[src/rtl/tsz_pkg.sv]
// shared constants, types and codes for the zero-sum triplet finder
package tsz_pkg;

    localparam int VALUE_WIDTH  = 16;
    localparam int MAX_ELEMENTS = 16;
    localparam int MAX_TRIPLETS = 64;

    // derived widths
    localparam int IDX_W   = (MAX_ELEMENTS > 1) ? $clog2(MAX_ELEMENTS) : 1;
    localparam int CNT_W   = $clog2(MAX_ELEMENTS + 1);
    localparam int TRI_W   = $clog2(MAX_TRIPLETS + 1);
    localparam int TADDR_W = (MAX_TRIPLETS > 1) ? $clog2(MAX_TRIPLETS) : 1;
    localparam int SUM_W   = VALUE_WIDTH + 2;

    typedef logic signed [VALUE_WIDTH-1:0] value_t;
    typedef logic signed [SUM_W-1:0]       sum_t;
    typedef logic [IDX_W-1:0]              idx_t;
    typedef logic [CNT_W-1:0]              cnt_t;
    typedef logic [TRI_W-1:0]              tri_cnt_t;
    typedef logic [TADDR_W-1:0]            tri_addr_t;

    typedef struct packed {
        value_t first;
        value_t second;
        value_t third;
    } triplet_t;

    // shared adder operation
    typedef enum logic {
        ALU_SUB  = 1'b0,
        ALU_ADD3 = 1'b1
    } alu_op_t;

    typedef struct packed {
        logic neg;
        logic zero;
    } alu_flag_t;

    // write side of the result buffer
    typedef struct packed {
        logic      en;
        tri_addr_t addr;
        triplet_t  data;
    } rbuf_wr_t;

    // request to send the buffered results
    typedef struct packed {
        logic     start;
        tri_cnt_t count;
        logic     found;
        logic     trunc;
    } drain_cmd_t;

endpackage

[src/rtl/tsz_in_if.sv]
// input channel: one element per beat
interface tsz_in_if;
    import tsz_pkg::*;

    logic   valid;
    logic   ready;
    value_t value;
    logic   last;

    modport source (output valid, output value, output last, input ready);
    modport sink   (input valid, input value, input last, output ready);
endinterface

[src/rtl/tsz_res_if.sv]
// result channel: one triplet per beat
interface tsz_res_if;
    import tsz_pkg::*;

    logic   valid;
    logic   ready;
    value_t first;
    value_t second;
    value_t third;
    logic   found;
    logic   done_res;
    logic   truncated;

    modport source (output valid, output first, output second, output third,
                    output found, output done_res, output truncated, input ready);
    modport sink   (input valid, input first, input second, input third,
                    input found, input done_res, input truncated, output ready);
endinterface

[src/rtl/tsz_alu.sv]
// shared adder: three-operand sum or two-operand difference, with sign and zero flags
module tsz_alu (
    input  tsz_pkg::alu_op_t   op,
    input  tsz_pkg::value_t    a,
    input  tsz_pkg::value_t    b,
    input  tsz_pkg::value_t    c,
    output tsz_pkg::alu_flag_t flag
);
    import tsz_pkg::*;

    sum_t ext_a;
    sum_t ext_b;
    sum_t ext_c;
    sum_t sum;

    // sign extend so the sum never wraps
    assign ext_a = SUM_W'(a);
    assign ext_b = SUM_W'(b);
    assign ext_c = SUM_W'(c);

    always_comb
    begin
        unique case (op)
            ALU_ADD3: sum = ext_a + ext_b + ext_c;
            ALU_SUB:  sum = ext_a - ext_b;
            default:  sum = ext_a - ext_b;
        endcase
    end

    assign flag.neg  = sum[SUM_W-1];
    assign flag.zero = (sum == '0);

endmodule

[src/rtl/tsz_rbuf.sv]
// result buffer: holds the triplets of one run and sends them out in order
module tsz_rbuf (
    input  logic                clk,
    input  logic                rst_n,
    input  tsz_pkg::rbuf_wr_t   wr,
    input  tsz_pkg::drain_cmd_t cmd,
    output logic                drain_done,
    tsz_res_if.source           results
);
    import tsz_pkg::*;

    typedef enum logic [1:0] {
        D_IDLE,
        D_RD,
        D_SHOW
    } dstate_t;

    dstate_t  state_reg, state_next;
    tri_cnt_t k_reg, k_next;
    tri_cnt_t cnt_reg, cnt_next;
    logic     found_reg, found_next;
    logic     trunc_reg, trunc_next;

    triplet_t res_mem [MAX_TRIPLETS];
    triplet_t rdata_reg;
    logic     rd_en;
    logic     last_beat;
    logic     beat;

    // triplet store, one write and one registered read per cycle
    always_ff @(posedge clk)
    begin
        if (wr.en)
        begin
            res_mem[wr.addr] <= wr.data;
        end
        if (rd_en)
        begin
            rdata_reg <= res_mem[k_reg[TADDR_W-1:0]];
        end
    end

    assign rd_en      = (state_reg == D_RD);
    assign last_beat  = (k_reg == TRI_W'(cnt_reg - 1'b1));
    assign beat       = (state_reg == D_SHOW) && results.ready;
    assign drain_done = beat && last_beat;

    // result beat
    assign results.valid     = (state_reg == D_SHOW);
    assign results.first     = found_reg ? rdata_reg.first  : '0;
    assign results.second    = found_reg ? rdata_reg.second : '0;
    assign results.third     = found_reg ? rdata_reg.third  : '0;
    assign results.found     = found_reg;
    assign results.done_res  = last_beat;
    assign results.truncated = trunc_reg;

    // drain sequencer
    always_comb
    begin
        state_next = state_reg;
        k_next     = k_reg;
        cnt_next   = cnt_reg;
        found_next = found_reg;
        trunc_next = trunc_reg;
        unique case (state_reg)
            D_IDLE:
            begin
                if (cmd.start)
                begin
                    k_next     = '0;
                    cnt_next   = cmd.count;
                    found_next = cmd.found;
                    trunc_next = cmd.trunc;
                    state_next = D_RD;
                end
            end
            D_RD:
            begin
                state_next = D_SHOW;
            end
            D_SHOW:
            begin
                if (beat)
                begin
                    if (last_beat)
                    begin
                        state_next = D_IDLE;
                    end
                    else
                    begin
                        k_next     = k_reg + 1'b1;
                        state_next = D_RD;
                    end
                end
            end
            default:
            begin
                state_next = D_IDLE;
            end
        endcase
    end

    always_ff @(posedge clk or negedge rst_n)
    begin
        if (!rst_n)
        begin
            state_reg <= D_IDLE;
            k_reg     <= '0;
            cnt_reg   <= '0;
            found_reg <= 1'b0;
            trunc_reg <= 1'b0;
        end
        else
        begin
            state_reg <= state_next;
            k_reg     <= k_next;
            cnt_reg   <= cnt_next;
            found_reg <= found_next;
            trunc_reg <= trunc_next;
        end
    end

endmodule

[src/rtl/three_sum_zero_triplets_top.sv]
// Zero-sum triplet finder: loads a set, sorts it, searches it with two pointers.
// Loading stores each element while there is room; the beat marked last starts the run.
// Sort: bubble passes through the element store's single read port.
// Search: outer steps, pointer moves and duplicate skips all run on one adder.
// Results then leave one beat at a time, each read from the buffer before it is shown; inputs wait until the last one.
// Reset (asynchronous, active low) empties the store and returns to loading; no clearing pass.
module three_sum_zero_triplets_top (
    input  logic      clk,
    input  logic      rst_n,
    tsz_in_if.sink    items,
    tsz_res_if.source results
);
    import tsz_pkg::*;

    typedef enum logic [4:0] {
        S_LOAD,
        S_SORT_INIT,
        S_P_RD0,
        S_P_GET0,
        S_P_RD,
        S_P_CMP,
        S_P_END,
        S_SRCH_INIT,
        S_OUT_RD,
        S_OUT_CHK,
        S_HI_RD,
        S_HI_GET,
        S_LO_RD,
        S_LO_GET,
        S_SUM,
        S_SKL_RD,
        S_SKL_CHK,
        S_SKH_RD,
        S_SKH_CHK,
        S_FINISH,
        S_DRAIN
    } state_t;

    state_t   state_reg, state_next;
    cnt_t     count_reg, count_next;
    logic     ovf_reg, ovf_next;
    idx_t     m_reg, m_next;
    idx_t     j_reg, j_next;
    value_t   carry_reg, carry_next;
    idx_t     i_reg, i_next;
    idx_t     lo_reg, lo_next;
    idx_t     hi_reg, hi_next;
    value_t   val_i_reg, val_i_next;
    value_t   val_lo_reg, val_lo_next;
    value_t   val_hi_reg, val_hi_next;
    logic     need_lo_reg, need_lo_next;
    tri_cnt_t emit_reg, emit_next;

    // element store
    value_t elem_mem [MAX_ELEMENTS];
    value_t mem_rdata_reg;
    logic   mem_we;
    idx_t   mem_waddr;
    value_t mem_wdata;
    logic   mem_re;
    idx_t   mem_raddr;

    // shared adder
    alu_op_t   alu_op;
    value_t    alu_a;
    value_t    alu_b;
    value_t    alu_c;
    alu_flag_t alu_flag;

    rbuf_wr_t   rb_wr;
    drain_cmd_t drain_cmd;
    logic       drain_done;

    idx_t lo_inc;
    idx_t hi_dec;
    idx_t last_idx;
    logic outer_more;
    logic store_room;
    logic cap_hit;

    assign lo_inc     = lo_reg + 1'b1;
    assign hi_dec     = hi_reg - 1'b1;
    assign last_idx   = IDX_W'(count_reg - 1'b1);
    assign outer_more = ((CNT_W+1)'(i_reg) + (CNT_W+1)'(3)) < (CNT_W+1)'(count_reg);
    assign store_room = (count_reg < CNT_W'(MAX_ELEMENTS));
    assign cap_hit    = (emit_reg == TRI_W'(MAX_TRIPLETS));

    assign items.ready = (state_reg == S_LOAD);

    always_ff @(posedge clk)
    begin
        if (mem_we)
        begin
            elem_mem[mem_waddr] <= mem_wdata;
        end
        if (mem_re)
        begin
            mem_rdata_reg <= elem_mem[mem_raddr];
        end
    end

    tsz_alu u_alu (
        .op   (alu_op),
        .a    (alu_a),
        .b    (alu_b),
        .c    (alu_c),
        .flag (alu_flag)
    );

    tsz_rbuf u_rbuf (
        .clk        (clk),
        .rst_n      (rst_n),
        .wr         (rb_wr),
        .cmd        (drain_cmd),
        .drain_done (drain_done),
        .results    (results)
    );

    // drain request once the search has ended
    assign drain_cmd.start = (state_reg == S_FINISH);
    assign drain_cmd.count = (emit_reg == '0) ? TRI_W'(1) : emit_reg;
    assign drain_cmd.found = (emit_reg != '0);
    assign drain_cmd.trunc = ovf_reg;

    // sequencer
    always_comb
    begin
        state_next   = state_reg;
        count_next   = count_reg;
        ovf_next     = ovf_reg;
        m_next       = m_reg;
        j_next       = j_reg;
        carry_next   = carry_reg;
        i_next       = i_reg;
        lo_next      = lo_reg;
        hi_next      = hi_reg;
        val_i_next   = val_i_reg;
        val_lo_next  = val_lo_reg;
        val_hi_next  = val_hi_reg;
        need_lo_next = need_lo_reg;
        emit_next    = emit_reg;

        mem_we    = 1'b0;
        mem_waddr = '0;
        mem_wdata = carry_reg;
        mem_re    = 1'b0;
        mem_raddr = '0;

        alu_op = ALU_SUB;
        alu_a  = mem_rdata_reg;
        alu_b  = carry_reg;
        alu_c  = '0;

        rb_wr.en   = 1'b0;
        rb_wr.addr = emit_reg[TADDR_W-1:0];
        rb_wr.data = '{first: val_i_reg, second: val_lo_reg, third: val_hi_reg};

        unique case (state_reg)
            // store elements until the last beat
            S_LOAD:
            begin
                if (items.valid)
                begin
                    if (store_room)
                    begin
                        mem_we     = 1'b1;
                        mem_waddr  = count_reg[IDX_W-1:0];
                        mem_wdata  = items.value;
                        count_next = count_reg + 1'b1;
                    end
                    else
                    begin
                        ovf_next = 1'b1;
                    end
                    if (items.last)
                    begin
                        state_next = S_SORT_INIT;
                    end
                end
            end
            // bubble sort, carrying the running maximum through each pass
            S_SORT_INIT:
            begin
                if (count_reg >= CNT_W'(2))
                begin
                    m_next     = last_idx;
                    state_next = S_P_RD0;
                end
                else
                begin
                    state_next = S_SRCH_INIT;
                end
            end
            S_P_RD0:
            begin
                mem_re     = 1'b1;
                mem_raddr  = '0;
                j_next     = IDX_W'(1);
                state_next = S_P_GET0;
            end
            S_P_GET0:
            begin
                carry_next = mem_rdata_reg;
                state_next = S_P_RD;
            end
            S_P_RD:
            begin
                mem_re     = 1'b1;
                mem_raddr  = j_reg;
                state_next = S_P_CMP;
            end
            S_P_CMP:
            begin
                alu_a     = carry_reg;
                alu_b     = mem_rdata_reg;
                mem_we    = 1'b1;
                mem_waddr = j_reg - 1'b1;
                if (!alu_flag.neg && !alu_flag.zero)
                begin
                    mem_wdata = mem_rdata_reg;
                end
                else
                begin
                    mem_wdata  = carry_reg;
                    carry_next = mem_rdata_reg;
                end
                if (j_reg == m_reg)
                begin
                    state_next = S_P_END;
                end
                else
                begin
                    j_next     = j_reg + 1'b1;
                    state_next = S_P_RD;
                end
            end
            S_P_END:
            begin
                mem_we    = 1'b1;
                mem_waddr = m_reg;
                mem_wdata = carry_reg;
                if (m_reg == IDX_W'(1))
                begin
                    state_next = S_SRCH_INIT;
                end
                else
                begin
                    m_next     = m_reg - 1'b1;
                    state_next = S_P_RD0;
                end
            end
            // two-pointer search
            S_SRCH_INIT:
            begin
                i_next    = '0;
                emit_next = '0;
                if (count_reg >= CNT_W'(3))
                begin
                    state_next = S_OUT_RD;
                end
                else
                begin
                    state_next = S_FINISH;
                end
            end
            S_OUT_RD:
            begin
                mem_re     = 1'b1;
                mem_raddr  = i_reg;
                state_next = S_OUT_CHK;
            end
            S_OUT_CHK:
            begin
                // skip an outer value equal to the one before it
                alu_a      = mem_rdata_reg;
                alu_b      = val_i_reg;
                val_i_next = mem_rdata_reg;
                if ((i_reg != '0) && alu_flag.zero)
                begin
                    i_next     = i_reg + 1'b1;
                    state_next = outer_more ? S_OUT_RD : S_FINISH;
                end
                else
                begin
                    lo_next      = i_reg + 1'b1;
                    hi_next      = last_idx;
                    need_lo_next = 1'b1;
                    state_next   = S_HI_RD;
                end
            end
            S_HI_RD:
            begin
                mem_re     = 1'b1;
                mem_raddr  = hi_reg;
                state_next = S_HI_GET;
            end
            S_HI_GET:
            begin
                val_hi_next = mem_rdata_reg;
                state_next  = need_lo_reg ? S_LO_RD : S_SUM;
            end
            S_LO_RD:
            begin
                mem_re     = 1'b1;
                mem_raddr  = lo_reg;
                state_next = S_LO_GET;
            end
            S_LO_GET:
            begin
                val_lo_next  = mem_rdata_reg;
                need_lo_next = 1'b0;
                state_next   = S_SUM;
            end
            S_SUM:
            begin
                alu_op = ALU_ADD3;
                alu_a  = val_i_reg;
                alu_b  = val_lo_reg;
                alu_c  = val_hi_reg;
                if (alu_flag.neg)
                begin
                    lo_next = lo_inc;
                    if (lo_inc < hi_reg)
                    begin
                        state_next = S_LO_RD;
                    end
                    else
                    begin
                        i_next     = i_reg + 1'b1;
                        state_next = outer_more ? S_OUT_RD : S_FINISH;
                    end
                end
                else if (!alu_flag.zero)
                begin
                    hi_next = hi_dec;
                    if (lo_reg < hi_dec)
                    begin
                        state_next = S_HI_RD;
                    end
                    else
                    begin
                        i_next     = i_reg + 1'b1;
                        state_next = outer_more ? S_OUT_RD : S_FINISH;
                    end
                end
                else if (cap_hit)
                begin
                    ovf_next   = 1'b1;
                    state_next = S_FINISH;
                end
                else
                begin
                    rb_wr.en  = 1'b1;
                    emit_next = emit_reg + 1'b1;
                    lo_next   = lo_inc;
                    hi_next   = hi_dec;
                    if (lo_inc < hi_dec)
                    begin
                        state_next = S_SKL_RD;
                    end
                    else
                    begin
                        i_next     = i_reg + 1'b1;
                        state_next = outer_more ? S_OUT_RD : S_FINISH;
                    end
                end
            end
            // step the low pointer over duplicates
            S_SKL_RD:
            begin
                mem_re     = 1'b1;
                mem_raddr  = lo_reg;
                state_next = S_SKL_CHK;
            end
            S_SKL_CHK:
            begin
                alu_a       = mem_rdata_reg;
                alu_b       = val_lo_reg;
                val_lo_next = mem_rdata_reg;
                if (alu_flag.zero)
                begin
                    lo_next = lo_inc;
                    if (lo_inc < hi_reg)
                    begin
                        state_next = S_SKL_RD;
                    end
                    else
                    begin
                        i_next     = i_reg + 1'b1;
                        state_next = outer_more ? S_OUT_RD : S_FINISH;
                    end
                end
                else
                begin
                    state_next = S_SKH_RD;
                end
            end
            // step the high pointer over duplicates
            S_SKH_RD:
            begin
                mem_re     = 1'b1;
                mem_raddr  = hi_reg;
                state_next = S_SKH_CHK;
            end
            S_SKH_CHK:
            begin
                alu_a       = mem_rdata_reg;
                alu_b       = val_hi_reg;
                val_hi_next = mem_rdata_reg;
                if (alu_flag.zero)
                begin
                    hi_next = hi_dec;
                    if (lo_reg < hi_dec)
                    begin
                        state_next = S_SKH_RD;
                    end
                    else
                    begin
                        i_next     = i_reg + 1'b1;
                        state_next = outer_more ? S_OUT_RD : S_FINISH;
                    end
                end
                else
                begin
                    state_next = S_SUM;
                end
            end
            // hand the run over to the result buffer
            S_FINISH:
            begin
                state_next = S_DRAIN;
            end
            S_DRAIN:
            begin
                if (drain_done)
                begin
                    count_next = '0;
                    ovf_next   = 1'b0;
                    emit_next  = '0;
                    state_next = S_LOAD;
                end
            end
            default:
            begin
                state_next = S_LOAD;
            end
        endcase
    end

    always_ff @(posedge clk or negedge rst_n)
    begin
        if (!rst_n)
        begin
            state_reg   <= S_LOAD;
            count_reg   <= '0;
            ovf_reg     <= 1'b0;
            m_reg       <= '0;
            j_reg       <= '0;
            carry_reg   <= '0;
            i_reg       <= '0;
            lo_reg      <= '0;
            hi_reg      <= '0;
            val_i_reg   <= '0;
            val_lo_reg  <= '0;
            val_hi_reg  <= '0;
            need_lo_reg <= 1'b0;
            emit_reg    <= '0;
        end
        else
        begin
            state_reg   <= state_next;
            count_reg   <= count_next;
            ovf_reg     <= ovf_next;
            m_reg       <= m_next;
            j_reg       <= j_next;
            carry_reg   <= carry_next;
            i_reg       <= i_next;
            lo_reg      <= lo_next;
            hi_reg      <= hi_next;
            val_i_reg   <= val_i_next;
            val_lo_reg  <= val_lo_next;
            val_hi_reg  <= val_hi_next;
            need_lo_reg <= need_lo_next;
            emit_reg    <= emit_next;
        end
    end

endmodule

[src/flat_wrapper.sv]
// flat-port wrapper written by rule: the top's interface ports become plain ports
module three_sum_zero_triplets_top_flat import tsz_pkg::*;
  (clk, rst_n, items_valid, items_value, items_last, items_ready, results_valid, results_first, results_second, results_third, results_found, results_done_res, results_truncated, results_ready);
  tsz_in_if items_i ();
  tsz_res_if results_i ();
  input  logic clk;
  input  logic rst_n;
  input wire logic [$bits(items_i.valid)-1:0] items_valid;
  input wire logic [$bits(items_i.value)-1:0] items_value;
  input wire logic [$bits(items_i.last)-1:0] items_last;
  output wire logic [$bits(items_i.ready)-1:0] items_ready;
  output wire logic [$bits(results_i.valid)-1:0] results_valid;
  output wire logic [$bits(results_i.first)-1:0] results_first;
  output wire logic [$bits(results_i.second)-1:0] results_second;
  output wire logic [$bits(results_i.third)-1:0] results_third;
  output wire logic [$bits(results_i.found)-1:0] results_found;
  output wire logic [$bits(results_i.done_res)-1:0] results_done_res;
  output wire logic [$bits(results_i.truncated)-1:0] results_truncated;
  input wire logic [$bits(results_i.ready)-1:0] results_ready;
  assign items_i.valid = items_valid;
  assign items_i.value = items_value;
  assign items_i.last = items_last;
  assign items_ready = items_i.ready;
  assign results_valid = results_i.valid;
  assign results_first = results_i.first;
  assign results_second = results_i.second;
  assign results_third = results_i.third;
  assign results_found = results_i.found;
  assign results_done_res = results_i.done_res;
  assign results_truncated = results_i.truncated;
  assign results_i.ready = results_ready;
  three_sum_zero_triplets_top u_core (.clk(clk), .rst_n(rst_n), .items(items_i), .results(results_i));
endmodule
[config.mk]
export PLATFORM = sky130hd
export DESIGN_NAME = three_sum_zero_triplets_top_flat
export DESIGN_NICKNAME = d
export VERILOG_FILES = /design/src/rtl/tsz_pkg.sv /design/src/rtl/tsz_in_if.sv /design/src/rtl/tsz_res_if.sv /design/src/rtl/tsz_alu.sv /design/src/rtl/tsz_rbuf.sv /design/src/rtl/three_sum_zero_triplets_top.sv /design/src/flat_wrapper.sv
export SDC_FILE = /design/constraint.sdc
export NUM_CORES = 2
export LEC_CHECK = 0
export BUFFER_PORTS_ARGS = -buffer_cell sky130_fd_sc_hd__buf_2
export CAP_MARGIN = 15
export CORE_UTILIZATION = 40
export DETAILED_ROUTE_END_ITERATION = 10
export HOLD_SLACK_MARGIN = 0.06
export PLACE_DENSITY = 0.58
export SYNTH_ARGS = -nofsm -noshare
export SYNTH_HDL_FRONTEND = slang
export SYNTH_SLANG_ARGS = --single-unit
export TNS_END_PERCENT = 1
[constraint.sdc]
create_clock -name clk -period 22.5 [get_ports clk]
set_clock_uncertainty 0.05 [all_clocks]
set_input_delay 2.25 -clock clk [delete_from_list [all_inputs] [get_ports clk]]
set_output_delay 2.25 -clock clk [all_outputs]
set_load 0.005 [all_outputs]
After elaboration in Yosys (flattened, before gate mapping)
Memories as Yosys holds them, arrays and structs flattened. A register that Yosys moved wholly into a read port is not among the register bits.
Cells that the tools add are included.
- add/subtract/negate cells: 15
- magnitude comparators: 7
- eq/ne operators: 51
- mux-type cells: 104
- bitwise operators: 1
- reduce and logical (&&, ||, !) cells: 44
- operators by type and width (operator ; count):
    16-bit two-way mux ; 8
    5-bit one-hot mux with 21 select lines ; 1
    4-bit two-way mux ; 24
    16-bit one-hot mux with 2 select lines ; 3
    5-bit two-way mux ; 18
    16-bit one-hot mux with 4 select lines ; 1
    7-bit two-way mux ; 8
    5-bit by 4-bit == test with 1-bit output, second input constant ; 8
    18-bit one-hot mux with 2 select lines ; 1
    4-bit one-hot mux with 3 select lines ; 3
    5-bit == test, second input constant ; 5
    7-bit one-hot mux with 3 select lines ; 1
    5-bit by 3-bit == test with 1-bit output, second input constant ; 4
    1-bit two-way mux ; 20
    2-bit by 1-bit inequality test with 1-bit output, second input constant ; 10
    2-bit inequality test, second input constant ; 10
    4-bit one-hot mux with 5 select lines ; 1
    17-bit by 16-bit adder with 18-bit output ; 1
    18-bit logical NOT ; 1
    16-bit by 16-bit adder with 17-bit output ; 1
    16-bit by 16-bit subtractor with 17-bit output ; 1
    4-bit one-hot mux with 2 select lines ; 2
    4-bit one-hot mux with 4 select lines ; 1
    4-bit by 1-bit subtractor with 4-bit output, second input constant ; 4
    other kinds (46) ; 85
- flip-flop bits (word level): 121
- memory bits (writable): 3328
- input bits: 21
- output and inout bits: 53
- memories kept: 2
- memories (memory ; words ; bits a word ; rd ports ; clocked after memory_dff ; wr ports ; line ; text):
    u_core.u_rbuf.res_mem ; 64 ; 48 ; 1 ; 1 ; 1 ; tsz_rbuf.sv:24 ; triplet_t res_mem [MAX_TRIPLETS];
    u_core.elem_mem ; 16 ; 16 ; 1 ; 1 ; 1 ; three_sum_zero_triplets_top.sv:55 ; value_t elem_mem [MAX_ELEMENTS];

Longest topological paths before layout
- depth after elaboration: 12
- mapped depth: 27

Modules after synthesis
From an unflattened synthesis, not the netlist that was laid out.
- cells, all modules: 6708
- area total of the unflattened synthesis: 139440.0 um2
- by module, submodules not included (module ; times used ; cells each ; area each (um2) ; seq. area each (um2)):
    tsz_rbuf ; 1 ; 4870 ; 119216.8 ; 94140.3
    three_sum_zero_triplets_top ; 1 ; 1579 ; 18213.7 ; 10745.3
    tsz_alu ; 1 ; 259 ; 2009.4 ; 0.0

Worst setup path before layout
OpenSTA, ideal clock, no wires.
- path kind: register to register
- start: register u_core.state_reg[4]
- end: memory u_core.u_rbuf.res_mem[19][0] (netlist bit) (enable)
- arrival: 7565 ps
- required time: 21996 ps
- slack: 14431 ps
- cell stages (with the launch flop): 22
- buffers on the path: 2
- period minus slack after synthesis: 8069 ps
- cells stage by stage: dfrtp_1 -> clkbuf_1 -> clkbuf_1 -> nor2b_1 -> nand2_1 -> nor3_1 -> nor2_1 -> a221o_1 -> fa_1 -> ha_1 -> inv_1 -> fa_1 -> nand2b_1 -> a211oi_1 -> o21a_1 -> o31a_1 -> nand2_1 -> o21ai_1 -> o21ai_2 -> nor4_4 -> nand3_1 -> nor2_1
- word-level cells in the longest chain between the ends: 12
- elaborated cells between the ends (all ways): 21
- those cells by class: add/sub (3); eq/ne (5); mux (10); bitwise (1); reduce/logical (2)
- ends and longest elaborated chain (element ; line ; text):
    start: declaration ; three_sum_zero_triplets_top.sv:39 ; state_t state_reg, state_next;
    start signal: assignment ; three_sum_zero_triplets_top.sv:471 ; state_reg <= state_next;
    5-bit by 4-bit == test with 1-bit output / 5-bit == test (equally long branches) ; three_sum_zero_triplets_top.sv:158 ; unique case (state_reg)
    2-bit OR reduction (no line) ; -- ;
    16-bit one-hot mux with 4 select lines ; three_sum_zero_triplets_top.sv:158 ;
    16-bit by 16-bit adder with 17-bit output ; tsz_alu.sv:24 ; ALU_ADD3: sum = ext_a + ext_b + ext_c;
    17-bit by 16-bit adder with 18-bit output ; tsz_alu.sv:24 ;
    18-bit one-hot mux with 2 select lines ; tsz_alu.sv:23 ; unique case (op)
    18-bit logical NOT ; tsz_alu.sv:31 ; assign flag.zero = (sum == '0);
    1-bit two-way mux ; three_sum_zero_triplets_top.sv:333 ; else if (!alu_flag.zero)
    1-bit two-way mux ; three_sum_zero_triplets_top.sv:320 ; if (alu_flag.neg)
    1-bit two-way mux (*) ; three_sum_zero_triplets_top.sv:158 ;
    1-bit two-way mux (*) ; tsz_rbuf.sv:33 ; if (wr.en)
    1-bit two-way mux (implied by the code) (*) ; tsz_rbuf.sv:35 ; res_mem[wr.addr] <= wr.data;
    end: declaration ; tsz_rbuf.sv:24 ;
Mark *: on every way between the ends. The rest lies on a longest branch, timed or not.

Worst setup path after layout
- start: register u_core.state_reg[2]
- end: memory u_core.u_rbuf.res_mem[43][28] (netlist bit) (enable)
Same word-level chain as after synthesis.

==> metrics.md <==
| Metric | Value |
|---|---|
| Status | `finished clean` |
| Vias in the first global route | `68600` |
| Critical Path Sink Type | `register` |
| First-pass GRT wire length | `546000 µm` |
| Worst Setup Start Kind | `register` |
| Mapped Area | `140000 µm²` |
| Clk_lat worst skew | `0.92 ns` |
| Hold Path Class | `register to register` |
| Hold depth | `2` |
| Crit-path max FO | `37` |
| Setup TNS | `0 ns` |
| DR iter-0 viols | `9152` |
| Ys flop type | `edfxtp_1` |
| Pwr per Cell Area | `134 nW/µm²` |
| Reg2reg start | `u_core.state_reg[2]` |
| Root buffer cell | `clkbuf_16` |
| CP Data Arrival Time | `10.24 ns` |
| Clk slew on worst S/H paths | `0.06 ns` |
| Max Cap Viol | `0` |
| CTS tree | `built` |
| Wire per inst | `33.3 µm` |
| Yosys top cell by area | `edfxtp_1` |
| WP data required | `23.02 ns` |
| DRT antenna net count | `0` |
| Number of fill cells | `28700` |
| GR met1 Demand/Resource | `31.8%` |
| Die H | `593 µm` |
| Grt peak-use layer | `met2` |
| Synthesized netlist cell count | `6548` |
| Area of the multi-input gates | `33500 µm²` |
| Initial Util | `40.2%` |
| Placed wire-length estimate | `231000 µm` |
| Async set-reset flop share out of synthesis | `3.44%` |
| # rows | `216` |
| Post-synth EDFFs | `3392` |
| Kind of critical path | `register to register` |
| H-tree depth | `5` |
| Total track usage | `22.2%` |
| Minimum clock period | `9.71 ns` |
| Yosys Warn Count | `0` |
| Layout cells sized above 1 | `27.7%` |
| RR Endpoint | `u_core.u_rbuf.res_mem[43][28]` |
| Post-synth top area share | `73.0%` |
| Synth top area cells | `edfxtp_1 73%, mux4_2 16%, dfrtp_1 2.2%` |
| Hold EP | `u_core.u_rbuf.cnt_reg[6]` |
| Static Leak | `49.0 nW` |
| Worst Tran Pin Value | `1.19 ns` |
| Clock sink count | `3513` |
| Met2 global-route usage | `35.5%` |
| Port bufs | `73` |
| Setup Viol. Count Final | `0` |
| DRT Pass-1 Iters | `5` |
| Post-CTS setup buffer count | `0` |
| Synth Area per Inst | `21.3 µm²` |
| Die area | `351000 µm²` |
| Largest net degree at the start of global routing | `140` |
| Grt total ovfl | `0` |
| RSZ-0062 raised after global routing | `false` |
| Routed WL | `391000 µm` |
| Die Wd | `593 µm` |
| Final Max Tran Viols | `0` |
| Most frequent cell after synthesis | `edfxtp_1` |
| Routed via count | `69800` |
| DR vias/cell | `5.96` |
| NumNets Final | `6917` |
| Initial antenna violation count | `55` |
| Flip-flop and latch area | `105000 µm²` |
| RD Place Congestion | `0.860` |
| Cts hold-fix bufs | `0` |
| Clock buffer count from CTS | `364` |
| Sequential share of the synthesized area | `75.2%` |
| Cell count after placement | `11000` |
| F_max | `0.103 GHz` |
| Met3 Track Usage GR | `3.05%` |
| Final Hold Viols | `0` |
| Core area | `347000 µm²` |
| Area Growth Syn to Fin | `13.5%` |
| Maximum vdd drop | `0.000119 V` |
| Commonest cells post-synth | `3392 x edfxtp_1, 1009 x mux4_2, 311 x nand2_1, 265 x clkbuf_1, 174 x nor2_1` |
| R2R Setup Slk | `12.79 ns` |
| Fin crit share | `43.2%` |
| Max-slew headroom | `20.9%` |
| Number of flip-flops in the largest register | `3072` |
| Synth Net Count | `6647` |
| #FFs+latches synth | `3513` |
| Min-delay src | `u_core.u_rbuf.cnt_reg[6]` |
| DR DRC count | `0` |
| Register-to-Register Path Depth | `23` |
| Longest Clk Path Bufs | `4` |
| Resize count post-CTS | `0` |
| Final std cells w/o fill | `11700` |
| Io pins | `74` |
| Synth unique cells | `90` |
## metal layers
layer | vias up | wire length (µm)
met4 | 8 | 11300
met2 | 3192 | 188000
met5 | - | 58
li1 | 28100 | -
met1 | 38000 | 162000
met3 | 509 | 30400
## cell families after synthesis
family	after synthesis	share of synthesized area, %
flip-flops	3513	75.2
multiplexers	1078	16.8
AND/OR/NAND/NOR	814	2.79
AO/OA/AOI/OAI	568	2.89
buffers and inverters	452	1.25
adder cells (fa/ha/maj)	78	0.796
XOR/XNOR	45	0.282
## cell usage in the layout (no fill, tap or decap), types with 22 or more instances in the layout
cell type     n
nor2_4       64
clkinv_2     55
mux4_2     1009
clkbuf_16   370
a311oi_1     34
buf_4       181
ha_1         60
a21o_1       27
mux2_2       52
nor2_1      108
nand3_1      39
a31oi_1      41
clkinv_1     75
bufinv_16    35
a211oi_1     88
inv_1        93
diode_2      32
clkbuf_1     87
a21oi_1     112
edfxtp_1   3392
o21ai_0      73
nand4_1      22
a221o_1      25
a22o_1       23
and2_1      135
buf_2        72
xnor2_1      25
nand2_1     311
dfrtp_4      39
dfrtp_1      82
## power by group
| group | leakage (nW) | internal (mW) | switching [mW] |
|---|---|---|---|
| Sequential | 32.3 | 8.26 | 0.761 |
| Clock | 5.69 | 3.44 | 2.51 |
| Combinational | 11.0 | 2.24 | 3.93 |
## worst max-delay path by stage
stage | from | endpoint | slack [ns] | depth (start not counted)
3_5_place_dp | u_core.state_reg[2] | u_core.u_rbuf.res_mem[43][25] | 12.92 | 23
5_1_grt | u_core.state_reg[2] | u_core.u_rbuf.res_mem[59][36] | 12.14 | 23
4_1_cts | u_core.state_reg[2] | u_core.u_rbuf.res_mem[59][24] | 12.93 | 23
2_1_floorplan | u_core.state_reg[4] | u_core.u_rbuf.res_mem[19][0] | 14.43 | 21
3_3_place_gp | u_core.state_reg[2] | u_core.u_rbuf.res_mem[43][27] | 13.01 | 23
6_report | u_core.state_reg[2] | u_core.u_rbuf.res_mem[43][28] | 12.79 | 23
## cell type report
type                       instances  area share (%)
clock buffer                     462            6.10
clock inverter                   202            1.30
sequential                      3513            66.3
antenna                           32          0.0506
tap                             4578            3.62
multi-input combinational       2583            21.2
inverter                          93           0.220
timing repair buffer             263            1.20
## per-stage QoR
stage | area (µm²) | hold slack, ns | utilization, % | setup slack [ns] | total power, mW
detailed placement | 147000 | 0.446 | 42.3 | 12.92 | 15.3
global placement | 147000 | 0.444 | 42.3 | 13.01 | 15.3
floorplan | 140000 | 0.390 | - | 14.43 | 12.5
global route | 158000 | 0.492 | 45.7 | 12.14 | 21.9
CTS | 158000 | 0.461 | 45.6 | 12.93 | 21.3
finish | 158000 | 0.457 | 45.7 | 12.79 | 21.1
## worst max-delay path, stage by stage, from the launching register on
cell	delay, ns
dfrtp_1	0.95
nor3b_1	0.72
nand3_1	0.18
buf_4	0.26
nand2_1	0.65
a222oi_1	0.22
nand2_1	0.14
o21ai_0	0.08
nand2_1	0.08
o21ai_0	0.24
fa_1	0.56
inv_1	0.05
ha_1	0.38
nand2_1	0.12
a211oi_1	0.32
o21a_1	0.25
o31a_1	0.47
nand2_1	0.30
o21ai_1	0.64
o21ai_2	0.18
nor4_4	0.41
nand3_2	0.74
nor2_4	0.66
buf_4	0.60
No activity file was read; power rests on OpenSTA's default activity.
